[config.mk]
export PLATFORM = sky130hd
export DESIGN_NAME = clock_field_setting_controller_unit
export DESIGN_NICKNAME = d
export VERILOG_FILES = /design/src/hdl/cfsc_pkg.sv /design/src/hdl/clock_field_setting_controller_unit.sv /design/src/hdl/cfsc_key_decode.sv /design/src/hdl/cfsc_field_step.sv
export SDC_FILE = /design/constraint.sdc
export NUM_CORES = 1
export LEC_CHECK = 0
export ABC_AREA = 1
export BUFFER_PORTS_ARGS = -buffer_cell sky130_fd_sc_hd__clkbuf_2
export CAP_MARGIN = 20
export CORE_ASPECT_RATIO = 0.75
export CORE_MARGIN = 2
export CORE_UTILIZATION = 55
export CTS_BUF_LIST = sky130_fd_sc_hd__clkbuf_8 sky130_fd_sc_hd__clkbuf_16
export CTS_CLUSTER_SIZE = 24
export DETAILED_ROUTE_END_ITERATION = 7
export PLACE_DENSITY = 0.76
export SLEW_MARGIN = 20
export SYNTH_ARGS = -nofsm -noshare
export SYNTH_HDL_FRONTEND = slang
export SYNTH_SLANG_ARGS = --single-unit
[constraint.sdc]
create_clock -name clk -period 2.4 [get_ports clk]
set_input_delay 0 -clock clk [delete_from_list [all_inputs] [get_ports clk]]
set_output_delay 0 -clock clk [all_outputs]
set_load 0.005 [all_outputs]
[src/hdl/cfsc_pkg.sv]
`timescale 1ns / 1ps
// ----------------------------------------------------------------------------
// cfsc_pkg
// Types, codes and reset values shared by the clock field setting controller.
// ----------------------------------------------------------------------------
package cfsc_pkg;

    localparam int LEVEL_W = 10;
    localparam int CFG_IDX_W = 3;

    // decoded key codes
    typedef enum logic [2:0] {
        KEY_RIGHT  = 3'd0,
        KEY_UP     = 3'd1,
        KEY_DOWN   = 3'd2,
        KEY_LEFT   = 3'd3,
        KEY_SELECT = 3'd4,
        KEY_NONE   = 3'd5
    } key_t;

    // operation codes
    localparam logic [1:0] OP_KEY   = 2'd0;
    localparam logic [1:0] OP_BLINK = 2'd1;
    localparam logic [1:0] OP_LOAD  = 2'd2;

    // field codes
    localparam logic [2:0] FIELD_HOURS   = 3'd0;
    localparam logic [2:0] FIELD_MINUTES = 3'd1;
    localparam logic [2:0] FIELD_SECONDS = 3'd2;
    localparam logic [2:0] FIELD_DAY     = 3'd3;
    localparam logic [2:0] FIELD_MONTH   = 3'd4;
    localparam logic [2:0] FIELD_YEAR    = 3'd5;
    localparam logic [2:0] NO_FIELD      = 3'd6;

    // configuration register indexes
    localparam logic [CFG_IDX_W-1:0] REG_RIGHT_LIMIT  = 3'd0;
    localparam logic [CFG_IDX_W-1:0] REG_UP_LIMIT     = 3'd1;
    localparam logic [CFG_IDX_W-1:0] REG_DOWN_LIMIT   = 3'd2;
    localparam logic [CFG_IDX_W-1:0] REG_LEFT_LIMIT   = 3'd3;
    localparam logic [CFG_IDX_W-1:0] REG_SELECT_LIMIT = 3'd4;

    localparam logic [LEVEL_W-1:0] RIGHT_LIMIT_RST  = 10'd50;
    localparam logic [LEVEL_W-1:0] UP_LIMIT_RST     = 10'd195;
    localparam logic [LEVEL_W-1:0] DOWN_LIMIT_RST   = 10'd380;
    localparam logic [LEVEL_W-1:0] LEFT_LIMIT_RST   = 10'd555;
    localparam logic [LEVEL_W-1:0] SELECT_LIMIT_RST = 10'd790;

    typedef struct packed {
        logic [LEVEL_W-1:0] right_limit;
        logic [LEVEL_W-1:0] up_limit;
        logic [LEVEL_W-1:0] down_limit;
        logic [LEVEL_W-1:0] left_limit;
        logic [LEVEL_W-1:0] select_limit;
    } limits_t;

    // held date and time
    typedef struct packed {
        logic [4:0]  hours;
        logic [5:0]  minutes;
        logic [5:0]  seconds;
        logic [4:0]  day;
        logic [3:0]  month;
        logic [13:0] year;
    } clk_time_t;

    localparam clk_time_t TIME_RST = '{
        hours: 5'd12, minutes: 6'd0, seconds: 6'd0,
        day: 5'd1, month: 4'd1, year: 14'd21
    };

    localparam logic [13:0] YEAR_MAX = 14'd9999;

endpackage

[src/hdl/clock_field_setting_controller_unit.sv]
`timescale 1ns / 1ps
// ----------------------------------------------------------------------------
// clock_field_setting_controller_unit
// Edits a held date and time from a resistor-ladder keypad.
// ----------------------------------------------------------------------------
// usage:
//   input channel (in_valid/in_ready) carries one item per transfer: a key
//   sample, a blink tick or a load of clock readings, chosen by operation.
//   every item yields exactly one result on the output channel
//   (out_valid/out_ready): the held date and time after the item, the edit
//   status, the blanked field and a commit flag on the item leaving edit mode.
//   the cfg_write/cfg_index/cfg_data port sets the five key thresholds; write
//   it only while no item is in flight.
// timing:
//   an item is held in the input register, is worked in a single
//   combinational pass (threshold compare chain, then the field wrap adders)
//   and lands in the result register; one item per cycle unless stalled.
// reset:
//   rst_n clears both pipeline valid bits, loads the default thresholds and
//   sets the time to 12:00:00 on day 1, month 1, year 21, out of edit mode.
// stall:
//   when out_ready is low the result holds; the input register still takes
//   one more item, then in_ready drops until the result is taken.
// ----------------------------------------------------------------------------
module clock_field_setting_controller_unit (
    input  logic         clk,
    input  logic         rst_n,

    input  logic         cfg_write,
    input  logic [cfsc_pkg::CFG_IDX_W-1:0] cfg_index,
    input  logic [cfsc_pkg::LEVEL_W-1:0]   cfg_data,

    input  logic         in_valid,
    output logic         in_ready,
    input  logic [1:0]   operation,
    input  logic [9:0]   key_level,
    input  logic [4:0]   load_hours,
    input  logic [5:0]   load_minutes,
    input  logic [5:0]   load_seconds,
    input  logic [4:0]   load_day,
    input  logic [3:0]   load_month,
    input  logic [13:0]  load_year,

    output logic         out_valid,
    input  logic         out_ready,
    output logic [4:0]   hours_out,
    output logic [5:0]   minutes_out,
    output logic [5:0]   seconds_out,
    output logic [4:0]   day_out,
    output logic [3:0]   month_out,
    output logic [13:0]  year_out,
    output logic         editing_active,
    output logic [2:0]   chosen_field,
    output logic [2:0]   blanked_field,
    output logic         commit
);
    import cfsc_pkg::*;

    // configuration thresholds
    limits_t    limits_reg;

    // input register
    logic       in_valid_reg;
    logic [1:0] op_reg;
    logic [9:0] level_reg;
    clk_time_t  load_reg;

    // controller state
    key_t       prev_key_reg, prev_key_next;
    logic       in_setup_reg, in_setup_next;
    logic [2:0] edit_field_reg, edit_field_next;
    logic       blink_reg, blink_next;
    logic [2:0] hidden_reg, hidden_next;
    clk_time_t  time_reg, time_next;
    logic       commit_next;

    // result register
    logic       out_valid_reg;
    clk_time_t  res_time_reg;
    logic       res_setup_reg;
    logic [2:0] res_field_reg;
    logic [2:0] res_hidden_reg;
    logic       res_commit_reg;

    logic       advance;
    key_t       key;
    logic       fresh;
    clk_time_t  stepped;

    // work the held item when the result register is free or being drained
    assign advance  = in_valid_reg && (!out_valid_reg || out_ready);
    assign in_ready = !in_valid_reg || advance;

    always_ff @(posedge clk or negedge rst_n)
    begin
        if (!rst_n)
        begin
            limits_reg.right_limit  <= RIGHT_LIMIT_RST;
            limits_reg.up_limit     <= UP_LIMIT_RST;
            limits_reg.down_limit   <= DOWN_LIMIT_RST;
            limits_reg.left_limit   <= LEFT_LIMIT_RST;
            limits_reg.select_limit <= SELECT_LIMIT_RST;
        end
        else if (cfg_write)
        begin
            unique case (cfg_index)
                REG_RIGHT_LIMIT:  limits_reg.right_limit  <= cfg_data;
                REG_UP_LIMIT:     limits_reg.up_limit     <= cfg_data;
                REG_DOWN_LIMIT:   limits_reg.down_limit   <= cfg_data;
                REG_LEFT_LIMIT:   limits_reg.left_limit   <= cfg_data;
                REG_SELECT_LIMIT: limits_reg.select_limit <= cfg_data;
                default:          ;
            endcase
        end
    end

    // input register: valid bit under reset, payload loaded on transfer, no reset
    always_ff @(posedge clk or negedge rst_n)
    begin
        if (!rst_n)
            in_valid_reg <= 1'b0;
        else if (in_ready)
            in_valid_reg <= in_valid;
    end

    always_ff @(posedge clk)
    begin
        if (in_valid && in_ready)
        begin
            op_reg          <= operation;
            level_reg       <= key_level;
            load_reg.hours   <= load_hours;
            load_reg.minutes <= load_minutes;
            load_reg.seconds <= load_seconds;
            load_reg.day     <= load_day;
            load_reg.month   <= load_month;
            load_reg.year    <= load_year;
        end
    end

    cfsc_key_decode u_key_decode (
        .limits (limits_reg),
        .level  (level_reg),
        .key    (key)
    );

    // up steps the field, anything else reaching here is a down step
    cfsc_field_step u_field_step (
        .cur     (time_reg),
        .field   (edit_field_reg),
        .up      (key == KEY_UP),
        .stepped (stepped)
    );

    assign fresh = (key != prev_key_reg);

    always_comb
    begin
        prev_key_next   = prev_key_reg;
        in_setup_next   = in_setup_reg;
        edit_field_next = edit_field_reg;
        blink_next      = blink_reg;
        hidden_next     = hidden_reg;
        time_next       = time_reg;
        commit_next     = 1'b0;

        unique case (op_reg)
            OP_KEY:
            begin
                prev_key_next = key;
                if (!in_setup_reg)
                begin
                    // fresh select enters edit mode on hours
                    if (key == KEY_SELECT && fresh)
                    begin
                        in_setup_next   = 1'b1;
                        edit_field_next = FIELD_HOURS;
                        hidden_next     = blink_reg ? FIELD_HOURS : NO_FIELD;
                    end
                end
                else if (fresh)
                begin
                    unique case (key)
                        KEY_SELECT:
                        begin
                            in_setup_next = 1'b0;
                            hidden_next   = NO_FIELD;
                            commit_next   = 1'b1;
                        end
                        KEY_UP, KEY_DOWN:
                            time_next = stepped;
                        KEY_LEFT:
                            edit_field_next = (edit_field_reg == FIELD_HOURS) ?
                                              FIELD_YEAR : edit_field_reg - 3'd1;
                        KEY_RIGHT:
                            edit_field_next = (edit_field_reg == FIELD_YEAR) ?
                                              FIELD_HOURS : edit_field_reg + 3'd1;
                        default: ;  // no key
                    endcase
                end
            end
            OP_BLINK:
            begin
                if (in_setup_reg)
                begin
                    blink_next  = !blink_reg;
                    hidden_next = !blink_reg ? edit_field_reg : NO_FIELD;
                end
            end
            OP_LOAD:
            begin
                if (!in_setup_reg)
                    time_next = load_reg;
            end
            default: ;  // unused operation leaves state alone
        endcase
    end

    // state moves only when an item is worked
    always_ff @(posedge clk or negedge rst_n)
    begin
        if (!rst_n)
        begin
            prev_key_reg   <= KEY_NONE;
            in_setup_reg   <= 1'b0;
            edit_field_reg <= FIELD_HOURS;
            blink_reg      <= 1'b0;
            hidden_reg     <= NO_FIELD;
            time_reg       <= TIME_RST;
        end
        else if (advance)
        begin
            prev_key_reg   <= prev_key_next;
            in_setup_reg   <= in_setup_next;
            edit_field_reg <= edit_field_next;
            blink_reg      <= blink_next;
            hidden_reg     <= hidden_next;
            time_reg       <= time_next;
        end
    end

    // result register
    always_ff @(posedge clk or negedge rst_n)
    begin
        if (!rst_n)
            out_valid_reg <= 1'b0;
        else if (advance)
            out_valid_reg <= 1'b1;
        else if (out_ready)
            out_valid_reg <= 1'b0;
    end

    always_ff @(posedge clk)
    begin
        if (advance)
        begin
            res_time_reg   <= time_next;
            res_setup_reg  <= in_setup_next;
            res_field_reg  <= edit_field_next;
            res_hidden_reg <= hidden_next;
            res_commit_reg <= commit_next;
        end
    end

    assign out_valid      = out_valid_reg;
    assign hours_out      = res_time_reg.hours;
    assign minutes_out    = res_time_reg.minutes;
    assign seconds_out    = res_time_reg.seconds;
    assign day_out        = res_time_reg.day;
    assign month_out      = res_time_reg.month;
    assign year_out       = res_time_reg.year;
    assign editing_active = res_setup_reg;
    assign chosen_field   = res_field_reg;
    assign blanked_field  = res_hidden_reg;
    assign commit         = res_commit_reg;

endmodule

[src/hdl/cfsc_key_decode.sv]
`timescale 1ns / 1ps
// ----------------------------------------------------------------------------
// cfsc_key_decode
// Classifies a keypad ladder reading against the five thresholds.
// ----------------------------------------------------------------------------
module cfsc_key_decode (
    input  cfsc_pkg::limits_t              limits,
    input  logic [cfsc_pkg::LEVEL_W-1:0]   level,
    output cfsc_pkg::key_t                 key
);
    import cfsc_pkg::*;

    // first threshold that the level falls below wins
    always_comb
    begin
        priority if (level < limits.right_limit)
            key = KEY_RIGHT;
        else if (level < limits.up_limit)
            key = KEY_UP;
        else if (level < limits.down_limit)
            key = KEY_DOWN;
        else if (level < limits.left_limit)
            key = KEY_LEFT;
        else if (level < limits.select_limit)
            key = KEY_SELECT;
        else
            key = KEY_NONE;
    end

endmodule

[src/hdl/cfsc_field_step.sv]
`timescale 1ns / 1ps
// ----------------------------------------------------------------------------
// cfsc_field_step
// Steps one field of the held date and time up or down with wrap.
// ----------------------------------------------------------------------------
module cfsc_field_step (
    input  cfsc_pkg::clk_time_t  cur,
    input  logic [2:0]           field,
    input  logic                 up,
    output cfsc_pkg::clk_time_t  stepped
);
    import cfsc_pkg::*;

    logic [5:0]  hours_up;
    logic [5:0]  hours_dn;
    logic [6:0]  min_up;
    logic [6:0]  min_dn;
    logic [6:0]  sec_up;
    logic [6:0]  sec_dn;
    logic [4:0]  hours_new;
    logic [5:0]  min_new;
    logic [5:0]  sec_new;
    logic [4:0]  day_new;
    logic [3:0]  month_new;
    logic [13:0] year_new;

    // loads may go out of range; hour, minute, second wraps subtract as needed
    always_comb
    begin
        hours_up = {1'b0, cur.hours} + 6'd1;
        hours_dn = {1'b0, cur.hours} + 6'd23;
        min_up   = {1'b0, cur.minutes} + 7'd1;
        min_dn   = {1'b0, cur.minutes} + 7'd59;
        sec_up   = {1'b0, cur.seconds} + 7'd1;
        sec_dn   = {1'b0, cur.seconds} + 7'd59;

        if (up)
            hours_new = (hours_up >= 6'd24) ? 5'(hours_up - 6'd24) : hours_up[4:0];
        else if (hours_dn >= 6'd48)
            hours_new = 5'(hours_dn - 6'd48);
        else if (hours_dn >= 6'd24)
            hours_new = 5'(hours_dn - 6'd24);
        else
            hours_new = hours_dn[4:0];

        if (up)
            min_new = (min_up >= 7'd60) ? 6'(min_up - 7'd60) : min_up[5:0];
        else if (min_dn >= 7'd120)
            min_new = 6'(min_dn - 7'd120);
        else if (min_dn >= 7'd60)
            min_new = 6'(min_dn - 7'd60);
        else
            min_new = min_dn[5:0];

        if (up)
            sec_new = (sec_up >= 7'd60) ? 6'(sec_up - 7'd60) : sec_up[5:0];
        else if (sec_dn >= 7'd120)
            sec_new = 6'(sec_dn - 7'd120);
        else if (sec_dn >= 7'd60)
            sec_new = 6'(sec_dn - 7'd60);
        else
            sec_new = sec_dn[5:0];

        if (up)
            day_new = (cur.day == 5'd31) ? 5'd1 : cur.day + 5'd1;
        else
            day_new = (cur.day <= 5'd1) ? 5'd31 : cur.day - 5'd1;

        if (up)
            month_new = (cur.month >= 4'd12) ? cur.month - 4'd11 : cur.month + 4'd1;
        else
            month_new = (cur.month <= 4'd1) ? 4'd12 : cur.month - 4'd1;

        if (up)
            year_new = (cur.year >= YEAR_MAX) ? 14'd0 : cur.year + 14'd1;
        else
            year_new = (cur.year == 14'd0) ? YEAR_MAX : cur.year - 14'd1;

        stepped = cur;
        unique case (field)
            FIELD_HOURS:   stepped.hours   = hours_new;
            FIELD_MINUTES: stepped.minutes = min_new;
            FIELD_SECONDS: stepped.seconds = sec_new;
            FIELD_DAY:     stepped.day     = day_new;
            FIELD_MONTH:   stepped.month   = month_new;
            default:       stepped.year    = year_new;
        endcase
    end

endmodule
* Word level (Yosys, flattened, before mapping) *
Cells that the tools add are included.

storage, ports and cells
  bits of input ports = 70
  bits in registers = 203
  logic and storage cells = 179
  output and inout port bits = 50

cells by class
  order comparisons = 18
  mux-type cells = 60
  reductions and logical operators = 24
  equal/unequal tests = 17
  add/subtract/negate cells = 24

operators with widths
  operator               count
  $mux 40                4
  $pmux 40 s2            1
  $mux 6                 10
  $mux 14                4
  $mux 3                 17
  $lt 10x10->1           5
  $mux 5                 9
  $sub 6x6->6 const B    6
  $ge 7x6->1 const B     4
  $eq 3x2->1 const B     6
  $mux 4                 4
  $sub 5x5->5 const B    3
  $add 14x1->14 const B  1
  $add 6x1->7 const B    2
  $add 6x6->7 const B    2
  $ge 14x14->1 const B   1
  $ge 7x7->1 const B     2
  $logic_not 14->1       1
  $sub 14x1->14 const B  1
  $eq 3x3->1 const B     4
  $ge 6x5->1 const B     2
  $pmux 3 s2             2
  $reduce_and 2->1       6
  $eq 3x1->1 const B     3
  other kinds (27)       43

* Logic depth before layout (Yosys ltp) *
  depth after elaboration = 13
  gate-level depth with buffers = 23

* Cells and area by module *
A second synthesis with hierarchy kept.

second synthesis, totals
  cell total of the unflattened synthesis = 1704
  area total of the unflattened synthesis = 13020.0 sq um

by module, submodules not included
  module                               area an instance (sq um)  times used  cells each
  clock_field_setting_controller_unit  8917.3                    1           951
  cfsc_field_step                      2854.0                    1           549
  cfsc_key_decode                      1248.7                    1           204

* Least setup slack after synthesis *
OpenSTA, ideal clock, no wires.

  kind = register -> register
  start = register limits_reg[19] (netlist name)
  end = register res_field_reg[2], in the netlist chosen_field[2], data pin
  slack = -0.126 ns
  stages on the path, launching flop included = 21
  setup time = 0.252 ns
  required time = 2.148 ns
  data arrival time = 2.273 ns
  path through = dfstp_2 > inv_1 > ha_1 > nand2_1 > nor2_1 > nand3_1 > nand3_1 > nand2_1 > inv_1 > nand2_1 > nand2_1 > nand2_1 > nor2_4 > nand2_4 > buf_12 > nand2_2 > a21oi_1 > o21ai_1 > nand2_1 > nand2_1 > nand2_1

on the way
  longest elaborated chain between the ends = 10
  elaborated cells between the ends (all ways) = 15

ends and longest elaborated chain
  element                                          RTL line                                                                                RTL
  start: declaration                               clock_field_setting_controller_unit.sv:60                                               limits_t limits_reg;
  $lt 10x10->1 (*)                                 cfsc_key_decode.sv:22                                                                   else if (level < limits.left_limit)
  $mux 3 (*)                                       cfsc_key_decode.sv:22
  $mux 3 (*)                                       cfsc_key_decode.sv:20                                                                   else if (level < limits.down_limit)
  $mux 3 (*)                                       cfsc_key_decode.sv:18                                                                   else if (level < limits.up_limit)
  $mux 3 (*)                                       cfsc_key_decode.sv:16                                                                   priority if (level < limits.right_limit)
  $eq 3x2->1, or another cell as far along         clock_field_setting_controller_unit.sv:183                                              unique case (key)
  $pmux 3 s2 or $logic_and 1x1->1 (tied branches)  clock_field_setting_controller_unit.sv:183, clock_field_setting_controller_unit.sv:174
  $mux 3 (on tied branches)                        clock_field_setting_controller_unit.sv:181, clock_field_setting_controller_unit.sv:174
  $mux 3 (*)                                       clock_field_setting_controller_unit.sv:171                                              if (!in_setup_reg)
  $mux 3 (*)                                       clock_field_setting_controller_unit.sv:167                                              unique case (op_reg)
  net edit_field_next[2]                           clock_field_setting_controller_unit.sv:71                                               logic [2:0] edit_field_reg, edit_field_next;
  end signal: assignment                           clock_field_setting_controller_unit.sv:259                                              res_field_reg <= edit_field_next;
  end: declaration                                 clock_field_setting_controller_unit.sv:81                                               logic [2:0] res_field_reg;

The timed path passes the listed nets; every way through them passes the cells marked *.
A chain may end at the register's enable or synchronous reset.

==> flow_summary.toml <==
[outcome]
status = "finished, violations left"
violations = "setup timing"

[worst_setup_path]
crit_type = "reg -> reg"
endpoint_kind = "flop"
critPathMaxFanout = 6
arrival_ns = 3.15
required_ns = 2.65
startpoint_type = "flop"
r2r_cells = 19
r2r_end = "year_out[8]"
r2r-start = "level_reg[8]"
r2r_setup_slack_ns = -0.51

[global_routing]
grt_overflow_total = 0
grt_max_degree = 71
grt_first_pass_wirelength_mm = 58.0
antenna_found_initial = 0
grt.total_usage_pct = 30.5
first_global_vias = 11447

[route]
route.met3.wl_mm = 2.95
route.met2.wl_mm = 17.5
wl_per_cell_um = 17.6
wl_met1_mm = 16.0
routed.top_layer = "met4"
drt_iter0_drc = 1212
vias_per_cell = 5.66
drt_wl_total_mm = 37.4
antenna_left = 0
drc = 0
vias = 12031
drt_pass1_iterations = 6

[cells_and_area]
final_common_cell = "nand2_1"
num_antenna_cells = 0
nets = 1959
postLayoutCoreUtil_pct = 75.5
drive_above_1_share_pct = 28.5
largest_reg_flops = 50
final_cell_mix = "383 x nand2_1, 169 x inv_1, 118 x clkbuf_2"
syn_to_final_growth_pct = 34.0

[floorplan]
start_util_pct = 56.4
ios = 120
dieArea_um2 = 24000
core_area_um2 = 22200
die_width_um = 178
rows = 47
die_h_um = 135

[clock_network]
cts_sinks = 203
htreeDepth = 1
clockBufferDepth = 3
clk_pin_slew_ns = 0.06
root_buffer = "clkbuf_16"
numCtsBuffers = 22
clock_latency_ns = 0.51
tritoncts = "yes"

[yosys]
ys_types = 49
synth_area_leader_cell = "edfxtp_1"
synthesis.nets = 1670
synthCells = 1526
yosysTopAreaCellShare_pct = 24.0
yosysSeqAreaShare_pct = 45.0
ys_ff_latch = 203
yosys_warnings = 0
avgSynthCellArea_um2 = 8.19
synthTopCellsByArea = "edfxtp_1 24%, dfrtp_1 14%, nand2_1 13%"
netlist_area_um2 = 12500

[power]
finalPower_mw = 19.6
p_leak_nw = 7.86
p_per_area_nw_per_um2 = 1170
ir_drop_mv = 0.792

[sta]
setup_slack_ns = -0.506
skew_ns = 0.0113
fin_crit_sh_pct = 121
hold_viol_final = 0
fmaxAchievable_mhz = 344
slew_headroom_pct = 38.2
min_period_ns = 2.91
rsz0062_at_grt = "yes"
worstMarginPinSlew_ns = 0.924
setup_viol = 95
drv_slew = 0

[placed_design]
gp_congestion = 0.958
port_buffers = 119
dp_hpwl_mm = 23.6

[flow_run]
cap_violations = 0

[min_path]
hold_path.class = "in -> async"
[area by class of cell]
class	instances	area, um2
clock buffers	28	656
well taps	294	368
inverters	179	684
repair buffers	328	2630
clock inverters	12	65.1
fillers	1491	5420
multi-input cells	1081	6720
flip-flops and latches	203	5620
[Yosys cell counts, drive strengths merged]
cell type	count
a21boi	2
a21o	5
a21oi	37
a221oi	2
a22oi	35
a31oi	3
and3	1
buf	33
clkbuf	31
dfrtp	69
dfstp	34
edfxtp	100
ha	74
inv	179
nand2	454
nand3	130
nand3b	3
nand4	53
nor2	83
nor3	6
o2111ai	1
o211ai	3
o21ai	136
o21bai	1
o22a	1
o22ai	3
o31ai	3
o32ai	1
or2	2
xnor2	8
xor2	33
[worst max-delay path, stage by stage (launching register included)]
cell and delay, ns:
edfxtp_1 0.50, buf_6 0.18, ha_4 0.26, nand2_4 0.06, nor2_4 0.14, nand3_2 0.12
nand3_4 0.14, nand2_4 0.09, inv_4 0.09, nand2_4 0.06, nand2_2 0.06, nand2_2 0.06
nor2_4 0.21, nand2_8 0.12, nand3_4 0.15, buf_12 0.12, buf_16 0.11, nand2_2 0.05
nand3_2 0.06, nand2_2 0.06
[through the flow]
step	setup TNS, ns	cell area (um2)	setup WS, ns	hold slack [ns]	cells
final	-38.25	16700	-0.506	0.0504	2125
after global routing	-50.46	16700	-0.627	0.110	2125
after CTS	-24.87	16200	-0.337	0.0540	2116
after detailed placement	-38.28	14300	-0.487	0.0450	1997
after global placement	-34.64	14300	-0.418	0.0447	1997
after floorplan	-0.436	12500	-0.0908	-0.296	1526
[worst max path at each step]
stage / from / endpoint / slack [ns] / cells past startpoint
floorplan: limits_reg[45] / chosen_field[2] / -0.09 / 20
global placement: limits_reg[45] / year_out[6] / -0.42 / 18
detailed placement: limits_reg[45] / time_reg[36] / -0.49 / 20
CTS: level_reg[5] / time_reg[2] / -0.34 / 21
global route: level_reg[3] / time_reg[8] / -0.63 / 20
finish: level_reg[8] / year_out[8] / -0.51 / 19
[routing by layer]
| metal | vias to the layer above | track usage, % |
|---|---|---|
| met5 | - | 0 |
| met3 | 81 | 4.17 |
| met4 | 0 | 7.70 |
| li1 | 5693 | - |
| met2 | 543 | 48.8 |
| met1 | 5714 | 44.1 |
[kinds of logic (layout without fill, tap and decap cells)]
logic type / count (synthesis) / in the layout / synth area share (%)
AO/OA/AOI/OAI: 233 / 233 / 10.8
XOR/XNOR: 41 / 41 / 2.87
adder cells (fa/ha/maj): 74 / 74 / 7.41
buffers and inverters: 243 / 547 / 7.89
flip-flops: 203 / 203 / 45.0
AND/OR/NAND/NOR: 732 / 733 / 26.0
[timing repair]
item | CTS | global route
pin swaps | 47 | 44
cloned | 2 | 1
gates resized for setup | 117 | 99
buffers inserted | 11 | 8
setup endpoints to repair | 95 | 95
endpoints found under the hold margin | 168 | 0
hold buffers | 67 | 0
[power breakdown]
group | leakage, nW | internal, mW | switching [mW]
sequential | 2.21 | 4.78 | 0.794
clock | 0.374 | 1.93 | 1.44
combinational | 5.28 | 4.45 | 6.20
total | 7.86 | 11.2 | 8.43
Power figures use the tool's default switching activity.
